### src/wtp_pkg.sv
// shared types, constants and register codes for the wrench to thruster pulse block
package wtp_pkg;

   localparam int NumAxes  = 6;
   localparam int NumTorq  = 3;
   localparam int ValW     = 20;
   localparam int DivW     = 20;
   localparam int MulW     = 16;
   localparam int NumW     = DivW + MulW;
   localparam int DivSteps = 16;
   localparam int XW       = 17;
   localparam int QueDepth = 4;
   localparam int QueCntW  = $clog2(QueDepth + 1);
   localparam int BackLen  = DivSteps + 4;

   localparam logic [15:0] NeutralPulse = 16'd1500;

   localparam logic [14:0]        UpperReset = 15'd5632;
   localparam logic signed [15:0] LowerReset = -16'sd5632;
   localparam logic signed [15:0] ArmReset   = 16'sd4096;
   localparam logic [47:0]        CurveReset = 48'd1500;

   typedef enum logic [2:0] {
      REG_UPPER   = 3'd0,
      REG_LOWER   = 3'd1,
      REG_ROLL    = 3'd2,
      REG_PITCH   = 3'd3,
      REG_YAW     = 3'd4,
      REG_FORWARD = 3'd5,
      REG_REVERSE = 3'd6
   } reg_index_type;

   typedef struct packed {
      logic [14:0]                upper;
      logic signed [15:0]         lower;
      logic [NumTorq-1:0][15:0]   arm;
      logic [47:0]                fwd;
      logic [47:0]                rev;
   } cfg_type;

   typedef struct packed {
      logic [NumAxes-1:0][ValW-1:0] v;
      logic [DivW-1:0]              a;
      logic [MulW-1:0]              b;
      logic                         scale;
   } item_type;

   typedef struct packed {
      logic               push;
      logic               pop;
      logic               full;
      logic [QueCntW-1:0] count;
   } que_stat_type;

endpackage

### src/wtp_queue.sv
// short queue between front and back pipelines
module wtp_queue (
   input  logic                  clock,
   input  logic                  reset,
   input  logic                  push_valid,
   output logic                  push_ready,
   input  wtp_pkg::item_type     push_item,
   output logic                  pop_valid,
   input  logic                  pop,
   output wtp_pkg::item_type     pop_item,
   output wtp_pkg::que_stat_type stat
);

   wtp_pkg::item_type                 ent_ff [wtp_pkg::QueDepth];
   logic [wtp_pkg::QueCntW-1:0]       cnt_ff, cnt_in;
   logic [wtp_pkg::QueCntW-1:0]       wpos;
   logic                              push;
   logic                              full;

   assign full       = (cnt_ff == wtp_pkg::QueCntW'(wtp_pkg::QueDepth));
   assign push_ready = !full;
   assign push       = push_valid && !full;
   assign pop_valid  = (cnt_ff != '0);
   assign pop_item   = ent_ff[0];
   assign wpos       = cnt_ff - {{(wtp_pkg::QueCntW-1){1'b0}}, pop};
   assign cnt_in     = wpos + {{(wtp_pkg::QueCntW-1){1'b0}}, push};

   always_ff @(posedge clock) begin
      if (reset) begin
         cnt_ff <= '0;
      end else begin
         cnt_ff <= cnt_in;
      end
   end

   // head stays at entry zero, entries shift down on pop
   always_ff @(posedge clock) begin
      if (pop) begin
         for (int i = 0; i < wtp_pkg::QueDepth - 1; i++) begin
            ent_ff[i] <= ent_ff[i+1];
         end
      end
      if (push) begin
         ent_ff[wpos[wtp_pkg::QueCntW-2:0]] <= push_item;
      end
   end

   assign stat.push  = push;
   assign stat.pop   = pop;
   assign stat.full  = full;
   assign stat.count = cnt_ff;

endmodule

### config.mk
export PLATFORM = sky130hd
export DESIGN_NAME = wtp_queue
export DESIGN_NICKNAME = d
export VERILOG_FILES = /design/src/wtp_pkg.sv /design/src/wtp_queue.sv
export SDC_FILE = /design/constraint.sdc
export NUM_CORES = 1
export LEC_CHECK = 0
export ABC_AREA = 1
export BUFFER_PORTS_ARGS = -buffer_cell sky130_fd_sc_hd__buf_2
export CAP_MARGIN = 20
export CORE_UTILIZATION = 60
export CTS_BUF_LIST = sky130_fd_sc_hd__clkbuf_4 sky130_fd_sc_hd__clkbuf_8
export CTS_CLUSTER_SIZE = 8
export DETAILED_ROUTE_END_ITERATION = 6
export PLACE_DENSITY = 0.89
export SYNTH_ARGS = -nofsm -noshare
export SYNTH_HDL_FRONTEND = slang
export SYNTH_SLANG_ARGS = --single-unit
export TNS_END_PERCENT = 10
### constraint.sdc
create_clock -name clock -period 16 [get_ports clock]
set_input_delay 0 -clock clock [delete_from_list [all_inputs] [get_ports clock]]
set_output_delay 0 -clock clock [all_outputs]
set_load 0.02 [all_outputs]
# --- Word-level counts from Yosys, hierarchy flattened ---
# Memory sizes are Yosys's and may differ from the RTL's.
# Index checks and enable logic that the tools add are counted.
totals:
  inputBits: 161
  word_cells: 12
  ramBits: 628
  mem_count: 1
  regBits: 3
  out_inout_bits: 165
mem_list:
  columns: ["name", "depth", "width", "rd", "rd_clocked_by_memory_dff", "wr", "line", "text"]
  rows:
  - ["ent_ff", 4, 157, 4, 0, 4, "wtp_queue.sv:14", "wtp_pkg::item_type ent_ff [wtp_pkg::QueDepth];"]
op_classes:
  n_addsub: 2
  eq_ne: 1
  reduce_logical: 3
  muxes: 4
ops:
  columns: ["operator", "n"]
  rows:
  - ["1-bit two-way mux", 4]
  - ["3-bit by 1-bit adder with 3-bit output", 1]
  - ["3-bit equality test (second input constant)", 1]
  - ["3-bit nonzero test", 1]
  - ["3-bit by 1-bit subtractor with 3-bit output", 1]
  - ["1-bit logical AND", 1]
  - ["1-bit zero test", 1]

# --- Logic depth before layout (Yosys ltp) ---
logic_depth:
  word_depth: 5
  ltp_mapped: 10
  mapped_depth_nobuf: 9

# --- Worst setup path after synthesis ---
# Ideal clock, no wire load.
synth_path:
  kind: "reg-to-reg"
  start: "register cnt_ff[0] (netlist name)"
  end: "memory ent_ff[3][0] (netlist name) (enable)"
  t_required_ns: 15.134
  setup_ns: 0.866
  t_arrival_ns: 11.675
  slack_ns: 3.459
  period_less_slack_ns: 12.541
  path_buffers: 0
  stages_incl_launch_ff: 5
  path_cell_list: "dfxtp_1 -> inv_1 -> ha_1 -> ha_1 -> nor3_1"
synth_lines:
  columns: ["item", "line", "text"]
  rows:
  - ["start, declared", "wtp_queue.sv:15", "logic [wtp_pkg::QueCntW-1:0] cnt_ff, cnt_in;"]
  - ["start signal, assigned", "wtp_queue.sv:32", "cnt_ff <= cnt_in;"]
  - ["end, declared", "wtp_queue.sv:14", null]

==> parameters.txt <==
Parameter                              Value

CTS
  Inserted Clock Buffers ... 98
  Worst-Skew Late Latency ... 660 ps
  Maximum level of the CTS H-tree ... 3
  CTS max path bufs ... 3
  TritonCTS clock tree ... done
  CTS root buf ... clkbuf_8
  Setup bufs post-CTS ... 0
  Clock transition at the registers of the reported paths ... 60 ps
  Clock sink count ... approximately 630

STA
  Shortest clock period the worst path allows after layout ... 5890 ps
  Post-route setup TNS ... 0 ps
  Period Utilization, post-route ... 0.368
  Slew Limit Headroom ... 0.212
  Number of failing setup endpoints in the final timing report ... 0
  Transition time at the pin with the least slew margin ... ~1200 ps
  WHS ... roughly 110 ps
  Clock Skew ... 20.7 ps
  Max-slew violation count ... 0
  Setup repair after global routing missed its margin ... false
  Fmax ... ~170 MHz
  Final count of hold timing violations ... 0

Run status
  Violated checks ... DRC
  Status ... complete, but fails checks

Critical path
  Slowest cell delay on critical path ... approximately 920 ps
  Critical path fanouts, max ... 84
  FF-to-FF Start ... cnt_ff[0]
  Logic depth of the worst setup path including buffers ... 10
  Arrival time reported for the critical path endpoint ... 6160 ps
  Critical path type ... reg2reg
  Required time of the worst setup path ... roughly 16,000 ps
  Critical Path, Cell by Cell ... inv_1 > ha_1 > ha_1 > inv_2 > nor2_4 > buf_4 > nand3_4 > nand2_4 > buf_4 > buf_4
  Cells on worst reg2reg path ... 10
  Most used cell along the critical path ... buf_4
  End of the worst register-to-register path ... ent_ff[1][48]
  Slowest stage cell, crit path ... nand3_4
  Kind of cell adding the most delay to the critical path ... buffers and inverters
  CP startpoint kind ... register
  Crit. End Element ... register
  Bufs and invs on worst path ... 5
  Flop2flop setup slack ... ~10,000 ps

Yosys
  Number of flops mapped to enable cells by yosys ... between 600 and 700
  Seq cells post-synth ... roughly 630
  Sequential-to-total area share from yosys stat ... 0.713
  Area share of the largest cell type after synthesis ... 0.710
  Dominant cell type by area after synthesis ... edfxtp_1
  Mean Syn Cell Area ... around 12 sq um
  YS warnings ... 0
  Cell area after synthesis ... between 20,000 and 30,000 sq um
  Async SR Flop Fraction ... 0
  Nets in the synthesized netlist ... about 2,500
  Top post-synthesis cells by area ... edfxtp_1, nand2_1, nand4_1
  Count of different cell masters after synthesis ... 20
  Syn Inst Count ... between 2,000 and 2,500
  Commonest register cell after synthesis ... edfxtp_1

Pwr
  Leakage dissipation ... between 10 and 15 nW
  Total power divided by cell area ... ~160 nW/um^2
  Worst vdd rail ir drop ... ~120 uV

Hold path
  Hold EP ... cnt_ff[2]
  Hold path start ... pop
  Number of cells traversed by the worst hold path ... 7
  Hold Path Class ... in2reg

Global routing
  Global Route Usage Sum ... 0.311
  Vias in the first global route ... between 15,000 and 20,000
  Antenna violations before repair ... 4
  Largest net degree at the start of global routing ... approximately 170
  Wire length of the first global-routing pass ... 108 mm
  Congestion Overflow GR ... 0

Placement
  Number of port buffers ... approximately 330
  Placed Cells ... around 3,000
  HPWL Detailed ... 36.9 mm
  RePlAce Congestion ... 0.858

Die
  Die width ... about 210 um
  Area of the die ... around 45,000 sq um
  Row cnt ... 76
  Number of primary I/O pins ... approximately 330
  Vertical extent of the die ... approximately 210 um
  Area inside the core boundary ... ~43,000 sq um
  Starting utilization of the core area ... 0.612

Flow run
  Max-cap violations ... 0

Final layout
  FF/Latch Area ... ~19,000 sq um
  Area taken by multi-input logic gates ... roughly 6700 sq um
  Total number of nets in the final design ... 2,852
  Number of filler instances in the final layout ... 2,706
  Post-route insts no fill ... ~3,300
  Share of layout cells above drive strength 1 ... 0.183
  Growth of design area from synthesis to finish ... 19.1%

Drt
  Routed vias ... 20,518
  Routed via count divided by cell count ... 6.16
  Count of nets left with antenna violations after detail routing ... 0
  DRC marker count from the first detailed-route iteration ... 2,759
  # DRC ... 13
  TritonRoute pass-1 iters ... 7
  WL per Instance ... about 21 um
  Sum of routed wire length over all layers ... a little over 70 mm
==> placed cells by master (no fill, tap or decap), types with 2 or more instances in the layout <==
cell and n:
buf_16 2, clkinv_1 15, ha_1 3, diode_2 4, dfxtp_1 3, nand2_1 949
nor2_1 3, inv_2 2, nand3_4 3, nor2_4 2, dlygate4sd3_1 158, inv_6 2
clkbuf_8 102, inv_1 9, buf_4 19, nand4_1 471, clkbuf_4 33, clkinv_2 3
a21oi_1 2, nand2_4 3, buf_2 324, edfxtp_1 628
==> power breakdown <==
group / internal, mW / switching (mW) / total, mW
Combinational: 0.353 / 1.03 / 1.38
Clock: 0.673 / 0.605 / 1.28
Sequential: 2.38 / 0.133 / 2.51
==> layer usage <==
metal | up-vias | wire [um] | GRT usage
met4 | 2 | 3210 | 0.161
li1 | 9132 | - | -
met1 | 9671 | 25200 | 0.408
met2 | 1484 | 34500 | 0.493
met3 | 229 | 7670 | 0.0637
met5 | - | 10 | 0
==> stage by stage <==
step / util / worst slack, ps / area, sq um / total power [mW]
4_1_cts: 0.728 / 10250 / 31600 / 5.11
5_1_grt: 0.729 / 9850 / 31600 / 5.39
2_1_floorplan: - / 3460 / 26600 / 3.44
6_report: 0.729 / 10110 / 31600 / 5.17
3_3_place_gp: 0.651 / 10380 / 28200 / 3.75
3_5_place_dp: 0.651 / 10250 / 28200 / 3.83
==> flip-flops by register name (all words and copies together) (netlist names) <==
register / cells
cnt_ff: 3
ent_ff: 628
==> cells by family after synthesis <==
group / count (synthesis) / share of synthesized area
compound gates: 3 / 0.000565
fa+ha+maj: 3 / 0.00141
buf+inv: 222 / 0.0371
flops: 631 / 0.713
simple gates: 1434 / 0.248
==> cell usage after synthesis, types with 2 or more instances <==
| master | instances |
|---|---|
| buf_2 | 103 |
| inv_2 | 2 |
| dfxtp_1 | 3 |
| buf_4 | 6 |
| nand2_1 | 952 |
| nand3_2 | 2 |
| buf_1 | 22 |
| a21oi_1 | 2 |
| nand3_1 | 2 |
| ha_1 | 3 |
| edfxtp_1 | 628 |
| clkbuf_1 | 79 |
| nand4_1 | 471 |
| inv_1 | 9 |
| nor2_1 | 3 |
| nor2_4 | 2 |
==> worst reg2reg max path: stages, from the launching register on <==
cell,delay [ps]
dfxtp_1,370
inv_1,70
ha_1,190
ha_1,420
inv_2,110
nor2_4,90
buf_4,800
nand3_4,950
nand2_4,720
buf_4,920
buf_4,840
==> final cells by class <==
| class | count | area share |
|---|---|---|
| tap | 585 | 0.0231 |
| clock buffer | 135 | 0.0522 |
| multi-input combinational | 1440 | 0.212 |
| inverter | 12 | 0.00158 |
| timing repair buffer | 505 | 0.109 |
| antenna | 4 | 0.000316 |
| sequential | 631 | 0.598 |
| clock inverter | 21 | 0.00372 |
==> worst max path at each step <==
stage	end	startpoint
4_1_cts	ent_ff[1][76]	cnt_ff[0]
2_1_floorplan	ent_ff[3][0]	cnt_ff[0]
3_3_place_gp	ent_ff[1][99]	cnt_ff[0]
5_1_grt	ent_ff[1][83]	cnt_ff[0]
6_report	ent_ff[1][48]	cnt_ff[0]
3_5_place_dp	ent_ff[1][62]	cnt_ff[0]
==> timing repair <==
item,CTS,global route
hold buffers,158,0
endpoints found under the hold margin,631,0
gates resized for setup,0,0
(Power assumes the default switching activity.)
