### src/wtp_pkg.sv
// shared types, constants and register codes for the wrench to thruster pulse block
package wtp_pkg;

   localparam int NumAxes  = 6;
   localparam int NumTorq  = 3;
   localparam int ValW     = 20;
   localparam int DivW     = 20;
   localparam int MulW     = 16;
   localparam int NumW     = DivW + MulW;
   localparam int DivSteps = 16;
   localparam int XW       = 17;
   localparam int QueDepth = 4;
   localparam int QueCntW  = $clog2(QueDepth + 1);
   localparam int BackLen  = DivSteps + 4;

   localparam logic [15:0] NeutralPulse = 16'd1500;

   localparam logic [14:0]        UpperReset = 15'd5632;
   localparam logic signed [15:0] LowerReset = -16'sd5632;
   localparam logic signed [15:0] ArmReset   = 16'sd4096;
   localparam logic [47:0]        CurveReset = 48'd1500;

   typedef enum logic [2:0] {
      REG_UPPER   = 3'd0,
      REG_LOWER   = 3'd1,
      REG_ROLL    = 3'd2,
      REG_PITCH   = 3'd3,
      REG_YAW     = 3'd4,
      REG_FORWARD = 3'd5,
      REG_REVERSE = 3'd6
   } reg_index_type;

   typedef struct packed {
      logic [14:0]                upper;
      logic signed [15:0]         lower;
      logic [NumTorq-1:0][15:0]   arm;
      logic [47:0]                fwd;
      logic [47:0]                rev;
   } cfg_type;

   typedef struct packed {
      logic [NumAxes-1:0][ValW-1:0] v;
      logic [DivW-1:0]              a;
      logic [MulW-1:0]              b;
      logic                         scale;
   } item_type;

   typedef struct packed {
      logic               push;
      logic               pop;
      logic               full;
      logic [QueCntW-1:0] count;
   } que_stat_type;

endpackage

### src/wtp_front.sv
// front pipeline: torque scaling, extremes and choice of common scale factor
module wtp_front (
   input  logic                                    clock,
   input  logic                                    reset,
   input  wtp_pkg::cfg_type                        cfg,
   input  logic                                    in_valid,
   output logic                                    in_ready,
   input  logic [wtp_pkg::NumAxes-1:0][15:0]       axes,
   output logic                                    out_valid,
   input  logic                                    out_ready,
   output wtp_pkg::item_type                       item
);

   logic [3:0]         vld_ff;
   logic               en;
   logic signed [15:0] force_ff [3];
   logic signed [31:0] prod_ff [3];
   logic signed [wtp_pkg::ValW-1:0] v2_ff [6];
   logic signed [wtp_pkg::ValW-1:0] v3_ff [6];
   logic signed [wtp_pkg::ValW-1:0] v4_ff [6];
   logic signed [wtp_pkg::ValW-1:0] hi3_ff, lo3_ff, hi4_ff, lo4_ff;
   logic signed [wtp_pkg::ValW-1:0] hi_in, lo_in;
   logic signed [31:0] rnd [3];
   logic               over4_ff, under4_ff;
   logic signed [37:0] pa4_ff, pb4_ff;
   logic [14:0]        up;
   logic [15:0]        neglw;
   logic signed [16:0] lw;
   logic               take_hi;
   logic signed [wtp_pkg::ValW:0] neglo;

   assign en        = !vld_ff[3] || out_ready;
   assign in_ready  = en;
   assign out_valid = vld_ff[3];

   assign up    = (cfg.upper == 15'd0) ? 15'd1 : cfg.upper;
   assign lw    = cfg.lower[15] ? 17'(cfg.lower) : -17'sd1;
   assign neglw = cfg.lower[15] ? 16'(-cfg.lower) : 16'd1;

   always_ff @(posedge clock) begin
      if (reset) begin
         vld_ff <= '0;
      end else if (en) begin
         vld_ff <= {vld_ff[2:0], in_valid};
      end
   end

   always_comb begin
      for (int i = 0; i < 3; i++) begin
         rnd[i] = prod_ff[i] + 32'sd2048;
      end
      hi_in = v2_ff[0];
      lo_in = v2_ff[0];
      for (int i = 1; i < 6; i++) begin
         if (v2_ff[i] > hi_in) hi_in = v2_ff[i];
         if (v2_ff[i] < lo_in) lo_in = v2_ff[i];
      end
   end

   // stage payloads
   always_ff @(posedge clock) begin
      if (en) begin
         for (int i = 0; i < 3; i++) begin
            force_ff[i] <= $signed(axes[i]);
            prod_ff[i]  <= $signed(axes[3+i]) * $signed(cfg.arm[i]);
         end
         for (int i = 0; i < 3; i++) begin
            v2_ff[i]   <= wtp_pkg::ValW'(force_ff[i]);
            v2_ff[3+i] <= rnd[i][31:12];
         end
         for (int i = 0; i < 6; i++) begin
            v3_ff[i] <= v2_ff[i];
            v4_ff[i] <= v3_ff[i];
         end
         hi3_ff    <= hi_in;
         lo3_ff    <= lo_in;
         hi4_ff    <= hi3_ff;
         lo4_ff    <= lo3_ff;
         over4_ff  <= hi3_ff > $signed({5'b0, up});
         under4_ff <= lo3_ff < lw;
         pa4_ff    <= 38'(hi3_ff) * $signed({1'b0, neglw});
         pb4_ff    <= (-21'(lo3_ff)) * $signed({2'b0, up});
      end
   end

   assign neglo   = -21'(lo4_ff);
   assign take_hi = over4_ff && (!under4_ff || (pa4_ff >= pb4_ff));

   always_comb begin
      for (int i = 0; i < 6; i++) begin
         item.v[i] = v4_ff[i];
      end
      item.a     = take_hi ? hi4_ff : neglo[wtp_pkg::DivW-1:0];
      item.b     = take_hi ? {1'b0, up} : neglw;
      item.scale = over4_ff || under4_ff;
   end

endmodule

### config.mk
export PLATFORM = sky130hd
export DESIGN_NAME = wtp_front
export DESIGN_NICKNAME = d
export VERILOG_FILES = /design/src/wtp_pkg.sv /design/src/wtp_front.sv
export SDC_FILE = /design/constraint.sdc
export NUM_CORES = 2
export LEC_CHECK = 0
export BUFFER_PORTS_ARGS = -buffer_cell sky130_fd_sc_hd__clkbuf_2
export CORE_MARGIN = 3
export CORE_UTILIZATION = 50
export DETAILED_ROUTE_END_ITERATION = 6
export GPL_ROUTABILITY_DRIVEN = 0
export PLACE_DENSITY = 0.67
export SYNTH_ARGS = -nofsm -noshare
export SYNTH_HDL_FRONTEND = slang
export SYNTH_SLANG_ARGS = --single-unit
### constraint.sdc
create_clock -name clock -period 31.8 [get_ports clock]
set_input_delay 4.77 -clock clock [delete_from_list [all_inputs] [get_ports clock]]
set_output_delay 4.77 -clock clock [all_outputs]
set_load 0.05 [all_outputs]
Word level (Yosys, flattened, before mapping)
Memories as Yosys holds them, arrays and structs flattened.
Index checks and enable logic that the tools add are counted.
{"block": "op_classes", "n_addsub": 6, "div_mod_pow": 0, "n_eq_ne": 0, "n_shift": 0, "magnitude_cmp": 13, "n_bitwise": 0, "n_mux": 17, "reduce_logical": 7, "mul": 5}
{"cell": "20-bit two-way mux", "n": 11}
{"cell": "20-bit > comparator", "n": 5}
{"cell": "20-bit less-than comparator", "n": 5}
{"cell": "32-bit by 13-bit adder with 32-bit output, second input constant", "n": 3}
{"cell": "16-bit by 16-bit multiplier with 32-bit output", "n": 3}
{"cell": "38-bit >= comparator", "n": 1}
{"cell": "38-bit by 16-bit multiplier with 38-bit output", "n": 1}
{"cell": "20-bit negation with 38-bit output", "n": 1}
{"cell": "20-bit by 17-bit multiplier with 37-bit output", "n": 1}
{"cell": "16-bit two-way mux", "n": 2}
{"cell": "15-bit two-way mux", "n": 2}
{"cell": "20-bit by 16-bit > comparator with 1-bit output", "n": 1}
{"cell": "20-bit by 16-bit less-than comparator with 1-bit output", "n": 1}
{"cell": "20-bit negation", "n": 1}
{"cell": "16-bit negation", "n": 1}
{"cell": "15-bit logical NOT", "n": 1}
{"cell": "1-bit logical OR", "n": 3}
{"cell": "1-bit logical NOT", "n": 2}
{"cell": "1-bit two-way mux", "n": 2}
{"cell": "1-bit logical AND", "n": 1}
{"block": "word_totals", "input_bits": 275, "latch_bits": 0, "memories": 5, "ff_bits": 162, "mem_bits_ro": 0, "out_inout_bits": 159, "mem_bits_rw": 504, "word_cells": 62}
{"memory": "v2_ff", "depth": 6, "word_bits": 20, "read_ports": 6, "rd_clocked_by_memory_dff": 0, "wr": 6, "line_no": "wtp_front.sv:18", "text": "logic signed [wtp_pkg::ValW-1:0] v2_ff [6];"}
{"memory": "v3_ff", "depth": 6, "word_bits": 20, "read_ports": 6, "rd_clocked_by_memory_dff": 0, "wr": 6, "line_no": "wtp_front.sv:19", "text": "logic signed [wtp_pkg::ValW-1:0] v3_ff [6];"}
{"memory": "v4_ff", "depth": 6, "word_bits": 20, "read_ports": 6, "rd_clocked_by_memory_dff": 0, "wr": 6, "line_no": "wtp_front.sv:20", "text": "logic signed [wtp_pkg::ValW-1:0] v4_ff [6];"}
{"memory": "prod_ff", "depth": 3, "word_bits": 32, "read_ports": 3, "rd_clocked_by_memory_dff": 0, "wr": 3, "line_no": "wtp_front.sv:17", "text": "logic signed [31:0] prod_ff [3];"}
{"memory": "force_ff", "depth": 3, "word_bits": 16, "read_ports": 3, "rd_clocked_by_memory_dff": 0, "wr": 3, "line_no": "wtp_front.sv:16", "text": "logic signed [15:0] force_ff [3];"}

Longest topological paths before layout
An unclocked memory read counts as a cell.
{"block": "logic_depth", "word_depth": 11, "ltp_mapped": 64, "depth_no_buf": 58}

Least setup slack after synthesis
No wires, ideal clock.
{"block": "synth_timing", "path_type": "input-to-output", "start": "input out_ready", "end": "output in_ready", "slack_ns": 5.668, "arrival_ns": 21.362, "required_ns": 27.030, "path_stages": 2, "cell_sequence": "nand2b_1 clkbuf_1"}
{"block": "synth_via", "elab_chain_len": 1}
{"element": "from (decl)", "line_no": "wtp_front.sv:10", "text": "input logic out_ready,"}
{"element": "1-bit logical OR", "line_no": "wtp_front.sv:32", "text": "assign en = !vld_ff[3] || out_ready;"}
{"element": "to (decl)", "line_no": "wtp_front.sv:7", "text": "output logic in_ready,"}
Every way passes these cells.

==> impl_metrics.json <==
{
  "setup_viol": 0,
  "drc_errors": 0,
  "cts_resized": 0,
  "synth_compound_area_frac": 0.0505,
  "yosys.area_share.xor_xnor": 0.0287,
  "die_area_um2": 169000,
  "cp-endpoint": "hi3_ff[0]",
  "holdBufCountCts": 0,
  "cp.arrival_ps": 14790,
  "boundaryPins": 434,
  "cts_buffer_depth": 3,
  "ys_async_sr_fraction": 0,
  "startpoint_type": "register",
  "drtIter0Drc": 3962,
  "reg2reg_depth": 59,
  "wl_mm": 212,
  "synth_warnings": 0,
  "start_util": 0.506,
  "hold_violations": 0,
  "cp_common_cell": "a21o_1",
  "hp-class": "reg -> reg",
  "fp-row-count": 147,
  "wl_per_cell_um": 20.5,
  "gr-total-overflow": 0,
  "reg2reg_to": "hi3_ff[0]",
  "synth_edf_count": 592,
  "rsz0062_at_grt": "false",
  "layout_common_cells": "inv_1, fa_1, nand2_1",
  "ys_ff_latch": 596,
  "syn_area_um2": 81800,
  "vias": 56330,
  "fin_setup_tns_ps": 0,
  "post-route-cell-area_um2": 87900,
  "netlist_instances": 7960,
  "grt_pass1_wl_mm": 337,
  "ant_nets": 0,
  "required_ps": 32200,
  "dp_hpwl_mm": 167,
  "synth.area.mux_share": 0.0166,
  "htree_num_levels": 2,
  "maxCapViolCount": 0,
  "cp-end-kind": "register",
  "status": "finished clean",
  "synth_cell_types": 82,
  "chipHeight_um": 411,
  "grt_max_degree": 180,
  "grt_pass1_vias": 60508,
  "area_delta_synth_final_pct": 7.44,
  "critPathSlowestCell": "xor2_4",
  "crit_start": "v2_ff[1][18]",
  "seq_area_frac_synth": 0.218,
  "cts_made_buffers": 61,
  "synthSimpleGateAreaFrac": 0.133,
  "crit_type": "reg -> reg",
  "slew_headroom": 0.156,
  "max_freq_ghz": 0.0695,
  "via_per_inst": 5.44,
  "clk_latency_ps": 670,
  "cp_max_fo": 31,
  "dpl-instance-area_um2": 85800,
  "layout.cells.most_common": "inv_1",
  "synthAdderAreaFrac": 0.460,
  "syn_area_per_cell_um2": 10.3,
  "ys.flop_type": "edfxtp_1",
  "report.final.slew_viol_count": 0,
  "clock-sinks": 596,
  "clkTransAtPathRegs_ps": 60,
  "fin_cells": 10353,
  "dpl.cell_count": 10230,
  "finClkSkew_ps": 35.4,
  "core_um2": 162000,
  "postCtsSetupRepairBufs": 0,
  "io_buffers": 337,
  "antenna_found_initial": 3,
  "drive_gt1_frac": 0.0760,
  "syn_nets": 10365,
  "first_pass_iters": 6,
  "die_x_um": 411,
  "worst_pin_slew_ps": 1270,
  "post-route-period-util": 0.452,
  "reg2reg_slack_ps": 17420,
  "final_nets": 10538,
  "worstReg2RegStart": "v2_ff[1][18]",
  "synth_top_family_by_area": "adder cells",
  "grtUsageTotal": 0.258,
  "slowest_delay_ps": 620,
  "fin_crit_ps": 14380,
  "cts-root-buf": "clkbuf_16",
  "cts_tree": "yes"
}
==> worst min-delay path by stage <==
stage	from	slack (ps)	cells after the start	end
after floorplan	force_ff[0][0]	400	0	v2_ff[0][0]
after global placement	v3_ff[5][5]	400	0	v4_ff[5][5]
after detailed placement	force_ff[0][0]	400	0	v2_ff[0][0]
after CTS	v3_ff[0][14]	410	0	v4_ff[0][14]
after global routing	v3_ff[5][8]	420	0	v4_ff[5][8]
final	v3_ff[0][14]	410	0	v4_ff[0][14]
==> cell usage after synthesis, types with 50 or more instances <==
| library cell | count | area, µm² |
|---|---|---|
| nor2_1 | 174 | 653 |
| o21a_1 | 71 | 533 |
| and2_1 | 468 | 2930 |
| mux2i_1 | 72 | 721 |
| mux2_2 | 54 | 608 |
| inv_1 | 1710 | 6420 |
| nand2_1 | 1034 | 3880 |
| nand4_1 | 50 | 313 |
| xnor2_1 | 205 | 1800 |
| xor2_1 | 60 | 526 |
| nor3_1 | 85 | 425 |
| clkbuf_1 | 272 | 1020 |
| and3_1 | 135 | 845 |
| ha_1 | 660 | 8260 |
| a21o_1 | 125 | 938 |
| fa_1 | 1470 | 29400 |
| a21oi_1 | 132 | 661 |
| o21ai_0 | 72 | 360 |
| nand2b_1 | 88 | 551 |
| nand3_1 | 59 | 295 |
| edfxtp_1 | 592 | 17800 |
==> per-layer routing <==
metal,vias to the layer above,global-route usage,part of all wire
met2,1899,0.436,0.49
met1,28896,0.331,0.39
met3,422,0.0552,0.085
met4,0,0.0878,0.037
met5,-,0,0
li1,25113,-,-
==> registers in the layout, summed over array words and instances, names as in the netlist, 20 cells and up <==
register / flops
v2_ff: 108
v3_ff: 108
v4_ff: 108
prod_ff: 63
force_ff: 48
pb4_ff: 38
pa4_ff: 37
hi3_ff: 20
hi4_ff: 20
lo3_ff: 20
lo4_ff: 20
==> area by class of cell <==
type | instances | area [µm²]
clock inverters | 44 | 576
diodes | 7 | 17.5
fillers | 14226 | 73700
repair buffers | 406 | 2230
well taps | 2160 | 2700
inverters | 1710 | 6420
clock buffers | 72 | 1590
flip-flops and latches | 596 | 17900
multi-input cells | 5358 | 56500
==> logic make-up (layout without fill, tap and decap cells) <==
group | count (synthesis) | in the layout
and+or+nand+nor | 2239 | 2239
adders and majority gates | 2130 | 2130
buffers and inverters | 2006 | 2232
DFF | 596 | 596
AOI/OAI and AO/OA | 595 | 595
xor gates and xnor gates | 266 | 266
muxes | 128 | 128
other | 0 | 7
==> metrics by stage <==
| step | hold WS [ps] | worst slack [ps] | util |
|---|---|---|---|
| floorplan | 400 | 5670 | - |
| global route | 420 | 16580 | 0.544 |
| finish | 413 | 17420 | 0.544 |
| CTS | 413 | 17590 | 0.544 |
| detailed placement | 405 | 17650 | 0.530 |
| global placement | 401 | 17880 | 0.530 |
==> critical path: cells and delay by family, from the launching register on <==
family / cells / cell delay [ps]
AO/OA/AOI/OAI: 41 / 8170
XOR/XNOR: 1 / 620
adder cells (fa/ha/maj): 5 / 1710
buffers and inverters: 4 / 1020
flip-flops: 1 / 470
multiplexers: 2 / 500
AND/OR/NAND/NOR: 6 / 1610
Power is not shown: default switching activity piles up to over one toggle a cycle in this logic, so the estimate is an artifact.
